--- src/hw/rtl/fcc_pkg.sv ---
// Shared types, constants and tables of the four-function calculator core.
package fcc_pkg;

  localparam int unsigned DATA_W = 64;
  localparam int unsigned CNT_W = 5;
  localparam int unsigned ITER_W = 6;
  localparam int unsigned DIGIT_W = 4;
  localparam int unsigned OPCODE_W = 2;
  localparam int unsigned MODE_W = 2;
  localparam int unsigned PEND_W = 3;
  localparam int unsigned POW_IDX_W = 5;

  localparam int unsigned MAX_DISPLAY_CHARS_DEF = 15;

  localparam logic [ITER_W-1:0] ITER_LAST = ITER_W'(DATA_W - 1);
  localparam logic [ITER_W-1:0] CNT_FIRST = ITER_W'(1);
  localparam logic [ITER_W-1:0] CNT_LAST = ITER_W'(19);
  localparam logic [DIGIT_W-1:0] DIGIT_MAX = DIGIT_W'(9);

  localparam logic [PEND_W-1:0] OP_NONE = 3'd0;
  localparam logic [PEND_W-1:0] OP_ADD = 3'd1;
  localparam logic [PEND_W-1:0] OP_SUB = 3'd2;
  localparam logic [PEND_W-1:0] OP_MUL = 3'd3;
  localparam logic [PEND_W-1:0] OP_DIV = 3'd4;

  typedef enum logic [MODE_W-1:0] {
    MODE_DIGIT = 2'd0,
    MODE_OPERATOR = 2'd1,
    MODE_EQUALS = 2'd2,
    MODE_CLEAR = 2'd3
  } fcc_mode_e;

  typedef enum logic [3:0] {
    ST_IDLE,
    ST_DECODE,
    ST_DIG_MUL,
    ST_DIG_ADD,
    ST_EQ_START,
    ST_MUL,
    ST_DIV,
    ST_DIV_FIN,
    ST_COMMIT,
    ST_COUNT,
    ST_OP_LATCH,
    ST_RESPOND
  } fcc_state_e;

  typedef enum logic [3:0] {
    CMD_NONE,
    CMD_CLEAR,
    CMD_DIG_START,
    CMD_DIG_MUL,
    CMD_DIG_ADD,
    CMD_EQ_INIT,
    CMD_MUL_STEP,
    CMD_DIV_STEP,
    CMD_DIV_FIN,
    CMD_COMMIT,
    CMD_CNT_STEP,
    CMD_OP_LATCH
  } fcc_cmd_e;

  typedef struct packed {
    fcc_cmd_e op;
    logic capture;
    logic emit;
  } fcc_cmd_t;

  typedef struct packed {
    fcc_mode_e mode;
    logic digit_ok;
    logic awaiting;
    logic [PEND_W-1:0] pend_op;
    logic disp_full;
    logic step_last;
    logic count_last;
  } fcc_stat_t;

  // Powers of ten used to count the decimal digits of a magnitude.
  function automatic logic [DATA_W-1:0] pow10(input logic [POW_IDX_W-1:0] idx);
    logic [DATA_W-1:0] p;
    case (idx)
      5'd0: p = 64'd1;
      5'd1: p = 64'd10;
      5'd2: p = 64'd100;
      5'd3: p = 64'd1000;
      5'd4: p = 64'd10000;
      5'd5: p = 64'd100000;
      5'd6: p = 64'd1000000;
      5'd7: p = 64'd10000000;
      5'd8: p = 64'd100000000;
      5'd9: p = 64'd1000000000;
      5'd10: p = 64'd10000000000;
      5'd11: p = 64'd100000000000;
      5'd12: p = 64'd1000000000000;
      5'd13: p = 64'd10000000000000;
      5'd14: p = 64'd100000000000000;
      5'd15: p = 64'd1000000000000000;
      5'd16: p = 64'd10000000000000000;
      5'd17: p = 64'd100000000000000000;
      5'd18: p = 64'd1000000000000000000;
      5'd19: p = 64'd10000000000000000000;
      default: p = '1;
    endcase
    return p;
  endfunction

endpackage

--- src/hw/rtl/fcc_intf.sv ---
// Handshake interfaces for the key event and display result channels.
interface fcc_key_if;
  import fcc_pkg::*;

  logic valid;
  logic ready;
  logic [MODE_W-1:0] mode;
  logic [DIGIT_W-1:0] digit_value;
  logic [OPCODE_W-1:0] operator_code;

  modport source (output valid, output mode, output digit_value, output operator_code,
                  input ready);
  modport sink (input valid, input mode, input digit_value, input operator_code,
                output ready);
endinterface

interface fcc_disp_if;
  import fcc_pkg::*;

  logic valid;
  logic ready;
  logic signed [DATA_W-1:0] display_value;
  logic [PEND_W-1:0] pending_operator;
  logic awaiting_number;

  modport source (output valid, output display_value, output pending_operator,
                  output awaiting_number, input ready);
  modport sink (input valid, input display_value, input pending_operator,
                input awaiting_number, output ready);
endinterface

--- src/hw/rtl/fcc_datapath.sv ---
// Calculator datapath: display state, shift-add multiplier, restoring divider, digit counter.
module fcc_datapath #(
  parameter int unsigned MaxDisplayChars = fcc_pkg::MAX_DISPLAY_CHARS_DEF
) (
  input  logic                                clk_i,
  input  logic                                rst_ni,
  input  fcc_pkg::fcc_cmd_t                   cmd_i,
  output fcc_pkg::fcc_stat_t                  stat_o,
  input  logic [fcc_pkg::MODE_W-1:0]          key_mode_i,
  input  logic [fcc_pkg::DIGIT_W-1:0]         key_digit_i,
  input  logic [fcc_pkg::OPCODE_W-1:0]        key_opcode_i,
  output logic signed [fcc_pkg::DATA_W-1:0]   disp_value_o,
  output logic [fcc_pkg::PEND_W-1:0]          disp_op_o,
  output logic                                disp_await_o
);
  import fcc_pkg::*;

  logic [DATA_W-1:0] shown_q, shown_d;
  logic [DATA_W-1:0] acc_q, acc_d;
  logic [CNT_W-1:0] cnt_q, cnt_d;
  logic [PEND_W-1:0] op_q, op_d;
  logic snn_q, snn_d;

  fcc_mode_e mode_q, mode_d;
  logic [DIGIT_W-1:0] digit_q, digit_d;
  logic [OPCODE_W-1:0] opcode_q, opcode_d;

  logic [DATA_W-1:0] a_q, a_d;
  logic [DATA_W-1:0] b_q, b_d;
  logic [DATA_W-1:0] res_q, res_d;
  logic [DATA_W-1:0] rem_q, rem_d;
  logic neg_q, neg_d;
  logic dz_q, dz_d;
  logic [ITER_W-1:0] iter_q, iter_d;

  logic [DATA_W-1:0] out_value_q, out_value_d;
  logic [PEND_W-1:0] out_op_q, out_op_d;
  logic out_await_q, out_await_d;

  logic [DATA_W:0] trial;
  logic [DATA_W:0] trial_diff;
  logic trial_ge;
  logic [DATA_W-1:0] digit_ext;
  logic [DATA_W-1:0] acc_mag;
  logic [DATA_W-1:0] shown_mag;
  logic [DATA_W-1:0] res_mag;

  always_comb begin
    digit_ext = {{(DATA_W - DIGIT_W){1'b0}}, digit_q};
    acc_mag = acc_q[DATA_W-1] ? (~acc_q + 1'b1) : acc_q;
    shown_mag = shown_q[DATA_W-1] ? (~shown_q + 1'b1) : shown_q;
    res_mag = res_q[DATA_W-1] ? (~res_q + 1'b1) : res_q;
    trial = {rem_q, a_q[DATA_W-1]};
    trial_diff = trial - {1'b0, b_q};
    trial_ge = !trial_diff[DATA_W];

    shown_d = shown_q;
    acc_d = acc_q;
    cnt_d = cnt_q;
    op_d = op_q;
    snn_d = snn_q;
    mode_d = mode_q;
    digit_d = digit_q;
    opcode_d = opcode_q;
    a_d = a_q;
    b_d = b_q;
    res_d = res_q;
    rem_d = rem_q;
    neg_d = neg_q;
    dz_d = dz_q;
    iter_d = iter_q;
    out_value_d = out_value_q;
    out_op_d = out_op_q;
    out_await_d = out_await_q;

    if (cmd_i.capture) begin
      mode_d = fcc_mode_e'(key_mode_i);
      digit_d = key_digit_i;
      opcode_d = key_opcode_i;
    end

    if (cmd_i.emit) begin
      out_value_d = shown_q;
      out_op_d = op_q;
      out_await_d = snn_q;
    end

    case (cmd_i.op)
      CMD_CLEAR: begin
        shown_d = '0;
        cnt_d = CNT_W'(1);
        acc_d = '0;
        op_d = OP_NONE;
        snn_d = 1'b1;
      end
      CMD_DIG_START: begin
        shown_d = digit_ext;
        cnt_d = CNT_W'(1);
        snn_d = 1'b0;
      end
      CMD_DIG_MUL: begin
        res_d = {shown_q[DATA_W-4:0], 3'b000} + {shown_q[DATA_W-2:0], 1'b0};
      end
      CMD_DIG_ADD: begin
        shown_d = shown_q[DATA_W-1] ? (res_q - digit_ext) : (res_q + digit_ext);
        cnt_d = cnt_q + 1'b1;
      end
      CMD_EQ_INIT: begin
        iter_d = '0;
        rem_d = '0;
        neg_d = acc_q[DATA_W-1] ^ shown_q[DATA_W-1];
        dz_d = (shown_q == '0);
        case (op_q)
          OP_ADD: res_d = acc_q + shown_q;
          OP_SUB: res_d = acc_q - shown_q;
          OP_MUL: begin
            a_d = acc_q;
            b_d = shown_q;
            res_d = '0;
          end
          OP_DIV: begin
            a_d = acc_mag;
            b_d = shown_mag;
          end
          default: res_d = '0;
        endcase
      end
      CMD_MUL_STEP: begin
        if (b_q[0]) begin
          res_d = res_q + a_q;
        end
        a_d = {a_q[DATA_W-2:0], 1'b0};
        b_d = {1'b0, b_q[DATA_W-1:1]};
        iter_d = iter_q + 1'b1;
      end
      CMD_DIV_STEP: begin
        rem_d = trial_ge ? trial_diff[DATA_W-1:0] : trial[DATA_W-1:0];
        a_d = {a_q[DATA_W-2:0], trial_ge};
        iter_d = iter_q + 1'b1;
      end
      CMD_DIV_FIN: begin
        if (dz_q) begin
          res_d = '0;
        end else if (neg_q) begin
          res_d = ~a_q + 1'b1;
        end else begin
          res_d = a_q;
        end
      end
      CMD_COMMIT: begin
        shown_d = res_q;
        acc_d = res_q;
        op_d = OP_NONE;
        snn_d = 1'b1;
        cnt_d = res_q[DATA_W-1] ? CNT_W'(2) : CNT_W'(1);
        a_d = res_mag;
        iter_d = CNT_FIRST;
      end
      CMD_CNT_STEP: begin
        if (a_q >= pow10(iter_q[POW_IDX_W-1:0])) begin
          cnt_d = cnt_q + 1'b1;
        end
        iter_d = iter_q + 1'b1;
      end
      CMD_OP_LATCH: begin
        acc_d = shown_q;
        op_d = {1'b0, opcode_q} + OP_ADD;
        snn_d = 1'b1;
      end
      default: begin
      end
    endcase
  end

  always_ff @(posedge clk_i or negedge rst_ni) begin
    if (!rst_ni) begin
      shown_q <= '0;
      acc_q <= '0;
      cnt_q <= CNT_W'(1);
      op_q <= OP_NONE;
      snn_q <= 1'b1;
      mode_q <= MODE_CLEAR;
    end else begin
      shown_q <= shown_d;
      acc_q <= acc_d;
      cnt_q <= cnt_d;
      op_q <= op_d;
      snn_q <= snn_d;
      mode_q <= mode_d;
    end
  end

  always_ff @(posedge clk_i) begin
    digit_q <= digit_d;
    opcode_q <= opcode_d;
    a_q <= a_d;
    b_q <= b_d;
    res_q <= res_d;
    rem_q <= rem_d;
    neg_q <= neg_d;
    dz_q <= dz_d;
    iter_q <= iter_d;
    out_value_q <= out_value_d;
    out_op_q <= out_op_d;
    out_await_q <= out_await_d;
  end

  always_comb begin
    stat_o.mode = mode_q;
    stat_o.digit_ok = (digit_q <= DIGIT_MAX);
    stat_o.awaiting = snn_q;
    stat_o.pend_op = op_q;
    stat_o.disp_full = !(cnt_q < CNT_W'(MaxDisplayChars));
    stat_o.step_last = (iter_q == ITER_LAST);
    stat_o.count_last = (iter_q == CNT_LAST);
  end

  assign disp_value_o = signed'(out_value_q);
  assign disp_op_o = out_op_q;
  assign disp_await_o = out_await_q;

endmodule

--- src/hw/rtl/fcc_ctrl.sv ---
// Calculator controller: sequences each key event through the datapath and owns the handshakes.
module fcc_ctrl (
  input  logic               clk_i,
  input  logic               rst_ni,
  input  logic               key_valid_i,
  output logic               key_ready_o,
  output logic               disp_valid_o,
  input  logic               disp_ready_i,
  input  fcc_pkg::fcc_stat_t stat_i,
  output fcc_pkg::fcc_cmd_t  cmd_o
);
  import fcc_pkg::*;

  fcc_state_e state_q, state_d;
  logic out_valid_q, out_valid_d;

  always_ff @(posedge clk_i or negedge rst_ni) begin
    if (!rst_ni) begin
      state_q <= ST_IDLE;
      out_valid_q <= 1'b0;
    end else begin
      state_q <= state_d;
      out_valid_q <= out_valid_d;
    end
  end

  always_comb begin
    state_d = state_q;
    cmd_o.op = CMD_NONE;
    cmd_o.capture = 1'b0;
    cmd_o.emit = 1'b0;
    key_ready_o = (state_q == ST_IDLE);

    case (state_q)
      ST_IDLE: begin
        if (key_valid_i) begin
          cmd_o.capture = 1'b1;
          state_d = ST_DECODE;
        end
      end
      ST_DECODE: begin
        case (stat_i.mode)
          MODE_DIGIT: begin
            if (!stat_i.digit_ok) begin
              state_d = ST_RESPOND;
            end else if (stat_i.awaiting) begin
              cmd_o.op = CMD_DIG_START;
              state_d = ST_RESPOND;
            end else if (!stat_i.disp_full) begin
              state_d = ST_DIG_MUL;
            end else begin
              state_d = ST_RESPOND;
            end
          end
          MODE_OPERATOR: begin
            if (stat_i.pend_op != OP_NONE && !stat_i.awaiting) begin
              state_d = ST_EQ_START;
            end else begin
              state_d = ST_OP_LATCH;
            end
          end
          MODE_EQUALS: begin
            if (stat_i.pend_op != OP_NONE) begin
              state_d = ST_EQ_START;
            end else begin
              state_d = ST_RESPOND;
            end
          end
          default: begin
            cmd_o.op = CMD_CLEAR;
            state_d = ST_RESPOND;
          end
        endcase
      end
      ST_DIG_MUL: begin
        cmd_o.op = CMD_DIG_MUL;
        state_d = ST_DIG_ADD;
      end
      ST_DIG_ADD: begin
        cmd_o.op = CMD_DIG_ADD;
        state_d = ST_RESPOND;
      end
      ST_EQ_START: begin
        cmd_o.op = CMD_EQ_INIT;
        if (stat_i.pend_op == OP_MUL) begin
          state_d = ST_MUL;
        end else if (stat_i.pend_op == OP_DIV) begin
          state_d = ST_DIV;
        end else begin
          state_d = ST_COMMIT;
        end
      end
      ST_MUL: begin
        cmd_o.op = CMD_MUL_STEP;
        if (stat_i.step_last) begin
          state_d = ST_COMMIT;
        end
      end
      ST_DIV: begin
        cmd_o.op = CMD_DIV_STEP;
        if (stat_i.step_last) begin
          state_d = ST_DIV_FIN;
        end
      end
      ST_DIV_FIN: begin
        cmd_o.op = CMD_DIV_FIN;
        state_d = ST_COMMIT;
      end
      ST_COMMIT: begin
        cmd_o.op = CMD_COMMIT;
        state_d = ST_COUNT;
      end
      ST_COUNT: begin
        cmd_o.op = CMD_CNT_STEP;
        if (stat_i.count_last) begin
          state_d = (stat_i.mode == MODE_OPERATOR) ? ST_OP_LATCH : ST_RESPOND;
        end
      end
      ST_OP_LATCH: begin
        cmd_o.op = CMD_OP_LATCH;
        state_d = ST_RESPOND;
      end
      ST_RESPOND: begin
        if (!out_valid_q || disp_ready_i) begin
          cmd_o.emit = 1'b1;
          state_d = ST_IDLE;
        end
      end
      default: begin
        state_d = ST_IDLE;
      end
    endcase

    if (cmd_o.emit) begin
      out_valid_d = 1'b1;
    end else if (disp_ready_i) begin
      out_valid_d = 1'b0;
    end else begin
      out_valid_d = out_valid_q;
    end
  end

  assign disp_valid_o = out_valid_q;

endmodule

--- src/hw/rtl/four_function_calculator_core.sv ---
// Top level of the four-function calculator core.
// Key events enter on key_i: a digit, an operator, equals or clear. Every event
// yields exactly one beat on disp_o with the displayed value, the pending operator
// and the flag that says the next digit starts a new number.
// A beat is taken when valid and ready are both high. One event is worked at a
// time; key_i.ready is high only while the controller waits for an event.
// An accepted event passes DECODE and RESPOND; a digit that starts a number, clear,
// or an ignored key needs nothing more, an appended digit adds DIG_MUL and DIG_ADD
// and an operator with nothing to resolve adds OP_LATCH. Equals runs EQ_START, then
// MUL (one shift-add step a cycle) or DIV and DIV_FIN (one restoring step a cycle)
// for multiply or divide, then COMMIT and a 19-step decimal digit count; an operator
// that resolves a pending operation then adds OP_LATCH. The controller waits for
// the next event again in the same cycle that the result appears in the output register.
// Reset clears the display to zero, the accumulator to zero, the pending operator
// to none and sets the new-number flag, as a clear key does.
// While disp_o is stalled the finished result waits in the output register; the
// block still accepts and works the next event and holds its result until the
// output register frees up.
module four_function_calculator_core #(
  parameter int unsigned MaxDisplayChars = fcc_pkg::MAX_DISPLAY_CHARS_DEF
) (
  input  logic       clk_i,
  input  logic       rst_ni,
  fcc_key_if.sink    key_i,
  fcc_disp_if.source disp_o
);
  import fcc_pkg::*;

  fcc_cmd_t cmd;
  fcc_stat_t stat;

  fcc_ctrl u_ctrl (
    .clk_i        (clk_i),
    .rst_ni       (rst_ni),
    .key_valid_i  (key_i.valid),
    .key_ready_o  (key_i.ready),
    .disp_valid_o (disp_o.valid),
    .disp_ready_i (disp_o.ready),
    .stat_i       (stat),
    .cmd_o        (cmd)
  );

  fcc_datapath #(
    .MaxDisplayChars (MaxDisplayChars)
  ) u_datapath (
    .clk_i        (clk_i),
    .rst_ni       (rst_ni),
    .cmd_i        (cmd),
    .stat_o       (stat),
    .key_mode_i   (key_i.mode),
    .key_digit_i  (key_i.digit_value),
    .key_opcode_i (key_i.operator_code),
    .disp_value_o (disp_o.display_value),
    .disp_op_o    (disp_o.pending_operator),
    .disp_await_o (disp_o.awaiting_number)
  );

  // A new event is never taken in the cycle right after one was accepted.
  assert property (@(posedge clk_i) disable iff (!rst_ni)
    key_i.valid && key_i.ready |=> !key_i.ready)
    else $error("key accepted while the previous event is still in work");

  // The result channel turns valid only after the controller loaded a result.
  assert property (@(posedge clk_i) disable iff (!rst_ni)
    $rose(disp_o.valid) |-> $past(cmd.emit))
    else $error("result valid without a loaded result");

  // A reported pending operator is always a defined code.
  assert property (@(posedge clk_i) disable iff (!rst_ni)
    disp_o.valid |-> disp_o.pending_operator <= OP_DIV)
    else $error("undefined pending operator on the result channel");

  // An event capture is followed by decode, never by another capture or an emit.
  assert property (@(posedge clk_i) disable iff (!rst_ni)
    cmd.capture |=> !cmd.capture && !cmd.emit)
    else $error("event capture not followed by decode");

endmodule
--- src/flat_wrapper.sv ---
// flat-port wrapper written by rule: the top's interface ports become plain ports
module four_function_calculator_core_flat import fcc_pkg::*;
#(
  parameter int unsigned MaxDisplayChars = fcc_pkg::MAX_DISPLAY_CHARS_DEF
)
  (clk_i, rst_ni, key_i_valid, key_i_mode, key_i_digit_value, key_i_operator_code, key_i_ready, disp_o_valid, disp_o_display_value, disp_o_pending_operator, disp_o_awaiting_number, disp_o_ready);
  fcc_key_if key_i_i ();
  fcc_disp_if disp_o_i ();
  input  logic clk_i;
  input  logic rst_ni;
  input wire logic [$bits(key_i_i.valid)-1:0] key_i_valid;
  input wire logic [$bits(key_i_i.mode)-1:0] key_i_mode;
  input wire logic [$bits(key_i_i.digit_value)-1:0] key_i_digit_value;
  input wire logic [$bits(key_i_i.operator_code)-1:0] key_i_operator_code;
  output wire logic [$bits(key_i_i.ready)-1:0] key_i_ready;
  output wire logic [$bits(disp_o_i.valid)-1:0] disp_o_valid;
  output wire logic [$bits(disp_o_i.display_value)-1:0] disp_o_display_value;
  output wire logic [$bits(disp_o_i.pending_operator)-1:0] disp_o_pending_operator;
  output wire logic [$bits(disp_o_i.awaiting_number)-1:0] disp_o_awaiting_number;
  input wire logic [$bits(disp_o_i.ready)-1:0] disp_o_ready;
  assign key_i_i.valid = key_i_valid;
  assign key_i_i.mode = key_i_mode;
  assign key_i_i.digit_value = key_i_digit_value;
  assign key_i_i.operator_code = key_i_operator_code;
  assign key_i_ready = key_i_i.ready;
  assign disp_o_valid = disp_o_i.valid;
  assign disp_o_display_value = disp_o_i.display_value;
  assign disp_o_pending_operator = disp_o_i.pending_operator;
  assign disp_o_awaiting_number = disp_o_i.awaiting_number;
  assign disp_o_i.ready = disp_o_ready;
  four_function_calculator_core #(.MaxDisplayChars(MaxDisplayChars)) u_core (.clk_i(clk_i), .rst_ni(rst_ni), .key_i(key_i_i), .disp_o(disp_o_i));
endmodule
--- config.mk ---
export PLATFORM = sky130hd
export DESIGN_NAME = four_function_calculator_core_flat
export DESIGN_NICKNAME = d
export VERILOG_FILES = /design/src/hw/rtl/fcc_pkg.sv /design/src/hw/rtl/fcc_intf.sv /design/src/hw/rtl/fcc_datapath.sv /design/src/hw/rtl/fcc_ctrl.sv /design/src/hw/rtl/four_function_calculator_core.sv /design/src/flat_wrapper.sv
export SDC_FILE = /design/constraint.sdc
export NUM_CORES = 2
export LEC_CHECK = 0
export BUFFER_PORTS_ARGS = -buffer_cell sky130_fd_sc_hd__buf_2
export CORE_UTILIZATION = 55
export CTS_BUF_LIST = sky130_fd_sc_hd__clkbuf_2 sky130_fd_sc_hd__clkbuf_4 sky130_fd_sc_hd__clkbuf_8
export CTS_CLUSTER_DIAMETER = 50
export DETAILED_ROUTE_END_ITERATION = 16
export GPL_TIMING_DRIVEN = 0
export PLACE_DENSITY = 0.82
export REMOVE_ABC_BUFFERS = 1
export SLEW_MARGIN = 10
export SYNTH_ARGS = -nofsm -noshare
export SYNTH_HDL_FRONTEND = slang
export SYNTH_SLANG_ARGS = --single-unit
export TNS_END_PERCENT = 100
--- constraint.sdc ---
create_clock -name clk_i -period 7.5 [get_ports clk_i]
set_clock_uncertainty 0.2 [all_clocks]
set_input_delay 0.75 -clock clk_i [delete_from_list [all_inputs] [get_ports clk_i]]
set_output_delay 0.75 -clock clk_i [all_outputs]
set_load 0.03 [all_outputs]
==> impl_metrics.py <==
metrics = {
    "run_status": {
        "status": "finished, final reports clean",
    },
    "sta": {
        "slew_headroom_pct": 4.80,
        "finalWorstSetupSlack_ns": 0.169,
        "holdWs_ns": 0.0726,
        "fmax_ghz": 0.136,
        "finalSetupViolations": 0,
        "rsz0062_at_grt": "no",
        "final_max_slew_viol_count": 0,
        "finalCritPeriodShare_pct": 97.7,
        "min_period_ns": 7.33,
        "setup_tns_ns": 0,
        "tightest_slew_ns": 1.41,
        "hold_viol_final": 0,
    },
    "pwr": {
        "power_mw": 27.4,
        "p_leak_nw": 21.5,
        "power_density_nw_per_um2": 515,
        "pwr-share-comb_pct": 63.4,
        "p_int_mw": 13.3,
        "clkPwrFrac_pct": 13.2,
        "p_sw_share_pct": 51.6,
        "switching_power_mw": 14.1,
        "seq_power_share_pct": 23.3,
        "ir_drop_v": 0.000219,
    },
    "drt": {
        "dr.pass1.iters": 7,
        "antenna_left": 0,
        "drcViolationCount": 0,
        "num_vias": 47700,
        "drtIter0Drc": 6720,
        "wl_per_cell_um": 24.5,
        "vias_per_cell": 6.79,
        "drt-total-wl_um": 172000,
    },
    "synthesis": {
        "yosysMostFrequentCell": "nand2_1",
        "synth_ff_type": "edfxtp_1",
        "syn_area_um2": 48600,
        "ys_types": 98,
        "synth_cells": 5837,
        "synth_xor_area_share_pct": 10.6,
        "synthAdderAreaFrac_pct": 10.5,
        "synth.avg_cell_area_um2": 8.33,
        "yosys_register_bits": 537,
        "yosysTopAreaCell": "edfxtp_1",
        "synth_top_family_by_area": "compound AO/OA/AOI/OAI gates",
        "synth_compound_area_share_pct": 27.2,
        "async_flop_share_pct": 26.8,
        "synth_mux_area_share_pct": 0.386,
        "yosysWarnings": 0,
        "synth-seq-area-share_pct": 30.6,
        "synth_area_leaders": "edfxtp_1 21%, ha_1 10%, dfrtp_1 7.2%, xnor2_1 5.9%, o21ai_0 5.1%",
        "synth_edf_count": 338,
        "netlist_top_cells_count": "528 x nand2_1, 492 x o21ai_0, 490 x a21oi_1",
        "synthSimpleGateAreaFrac_pct": 15.9,
        "synth_top_area_share_pct": 20.9,
    },
    "final_layout": {
        "drive_above_1_share_pct": 7.74,
        "seq_area_um2": 14900,
        "nets": 6194,
        "multi_input_area_um2": 31600,
        "n_fill_cell": 7565,
        "syn_to_final_growth_pct": 9.57,
        "final_cells": 7024,
    },
    "setup_path": {
        "worstSetupEndpointType": "flip-flop",
        "cp_data_arrival_time_ns": 7.63,
        "reg2reg_from": "u_core.u_datapath.shown_q[1]",
        "critical_path.startpoint": "u_core.u_datapath.shown_q[1]",
        "crit_fanout": 8,
        "critPathLaunchType": "flip-flop",
        "worstPathRequired_ns": 7.79,
        "path_class": "reg -> reg",
    },
    "clocking": {
        "htreeDepth": 3,
        "path_clk_slew_ns": 0.06,
        "root_buffer": "clkbuf_8",
        "cts_tree": "built",
        "cts.sinks": 537,
        "insertion_delay_ns": 0.78,
        "clock_path_buffers": 3,
        "cts_buffers": 104,
    },
    "placement": {
        "dp_hpwl_um": 132000,
        "port_buffers": 81,
        "place_ws_ns": 0.165,
        "place.gp.congestion": 1.01,
        "dp_cells": 6818,
    },
    "floorplan": {
        "start_util_pct": 55.8,
        "die-area_um2": 89600,
        "num_io_pins": 82,
        "core_um2": 87200,
        "rows": 108,
        "die_h_um": 299,
        "die_w_um": 299,
    },
    "worst_hold_path": {
        "min_path_type": "in -> reg",
        "min-delay-start": "key_i_mode[1]",
    },
    "grt": {
        "grt.total_usage_pct": 37.2,
        "antenna_found_initial": 4,
        "grt_pass1_vias": 44500,
        "grt_max_degree": 81,
        "grt_pass1_wl_um": 260000,
        "grt_overflow": 0,
    },
    "job": {
        "cap_violations": 0,
    },
}
metrics by stage:
step	cell area [um2]	util, %
3_3_place_gp	49200	56.4
4_1_cts	53200	61.1
2_1_floorplan	47300	-
5_1_grt	53300	61.1
6_report	53300	61.1
3_5_place_dp	50600	58.0
timing repair:
item,CTS,global route
endpoints found under the setup margin,0,3
hold buffers,7,0
setup buffers,0,0
resized for setup,0,4
hold endpoints to repair,81,0
layout by cell type (no fill, tap or decap), types with 87 or more instances in the layout:
cell type / n
a21o_1: 187
nand2_1: 519
a22oi_1: 129
ha_1: 400
nor2_1: 336
clkbuf_8: 123
nor3_1: 87
o21ai_0: 492
xnor2_1: 329
a21oi_1: 489
nand3_1: 164
xor2_1: 259
o31ai_1: 124
dfrtp_1: 140
inv_1: 290
edfxtp_1: 338
final timing paths:
| kind | depth (start not counted) | end | slack (ns) |
|---|---|---|---|
| max | 22 | u_core.u_datapath.res_q[61] | 0.17 |
| min | 2 | u_core.u_datapath.mode_q[1] | 0.07 |
| max reg2reg | 22 | u_core.u_datapath.res_q[61] | 0.17 |
| min reg2reg | 1 | u_core.u_datapath.op_q[0] | 0.29 |
| max in group asynchronous | 3 | u_core.u_datapath.acc_q[8] | 5.80 |
| min in group asynchronous | 2 | u_core.u_datapath.shown_q[57] | 0.39 |
layer usage:
layer / up-vias / share of wire [%] / track usage [%]
met3: 522 / 13 / 9.93
met1: 22500 / 38 / 49.4
li1: 21700 / - / -
met5: - / 0.013 / 0
met4: 4 / 5.3 / 18.6
met2: 3062 / 43 / 55.8
power groups by stage:
stage	Clock, mW	Sequential, mW	Combinational (mW)
global placement	0	6.39	16.2
finish	3.62	6.40	17.4
floorplan	0	5.87	12.0
detailed placement	0	6.29	16.7
global route	3.76	6.42	18.7
CTS	3.63	6.25	16.8
cell type report:
| cell class | count | area share, % |
|---|---|---|
| diodes | 2 | 0.00939 |
| clock buffers | 149 | 3.54 |
| clock inverters | 47 | 1.27 |
| inverters | 291 | 2.05 |
| multi-input cells | 4670 | 59.3 |
| flip-flops and latches | 537 | 27.9 |
| well taps | 1155 | 2.71 |
| repair buffers | 173 | 3.19 |
cell families (layout without fill, tap and decap cells):
| kind of cell | Yosys count | after routing |
|---|---|---|
| buf+inv | 630 | 660 |
| mux | 18 | 18 |
| flops | 537 | 537 |
| compound gates | 2063 | 2063 |
| simple gates | 1596 | 1596 |
| fa+ha+maj | 405 | 405 |
| other cells | 0 | 2 |
| xor+xnor | 588 | 588 |
worst max-delay path: stages (launching register included):
cell	delay (ns)
dfrtp_1	0.53
inv_1	0.20
ha_1	0.22
or3b_1	0.53
nor4_4	0.50
nand2b_1	0.35
nor3_1	0.37
nor3b_1	0.44
nand2_1	0.18
nand2_1	0.12
xor2_1	0.27
ha_1	0.35
a21oi_1	0.20
o21ai_0	0.16
a311oi_1	0.58
o21ai_0	0.17
a21oi_1	0.23
o21a_1	0.17
o41ai_2	0.12
a31oi_1	0.28
mux2i_1	0.16
nor4_2	0.56
nor3_1	0.15
Power figures use the tool's default switching activity.
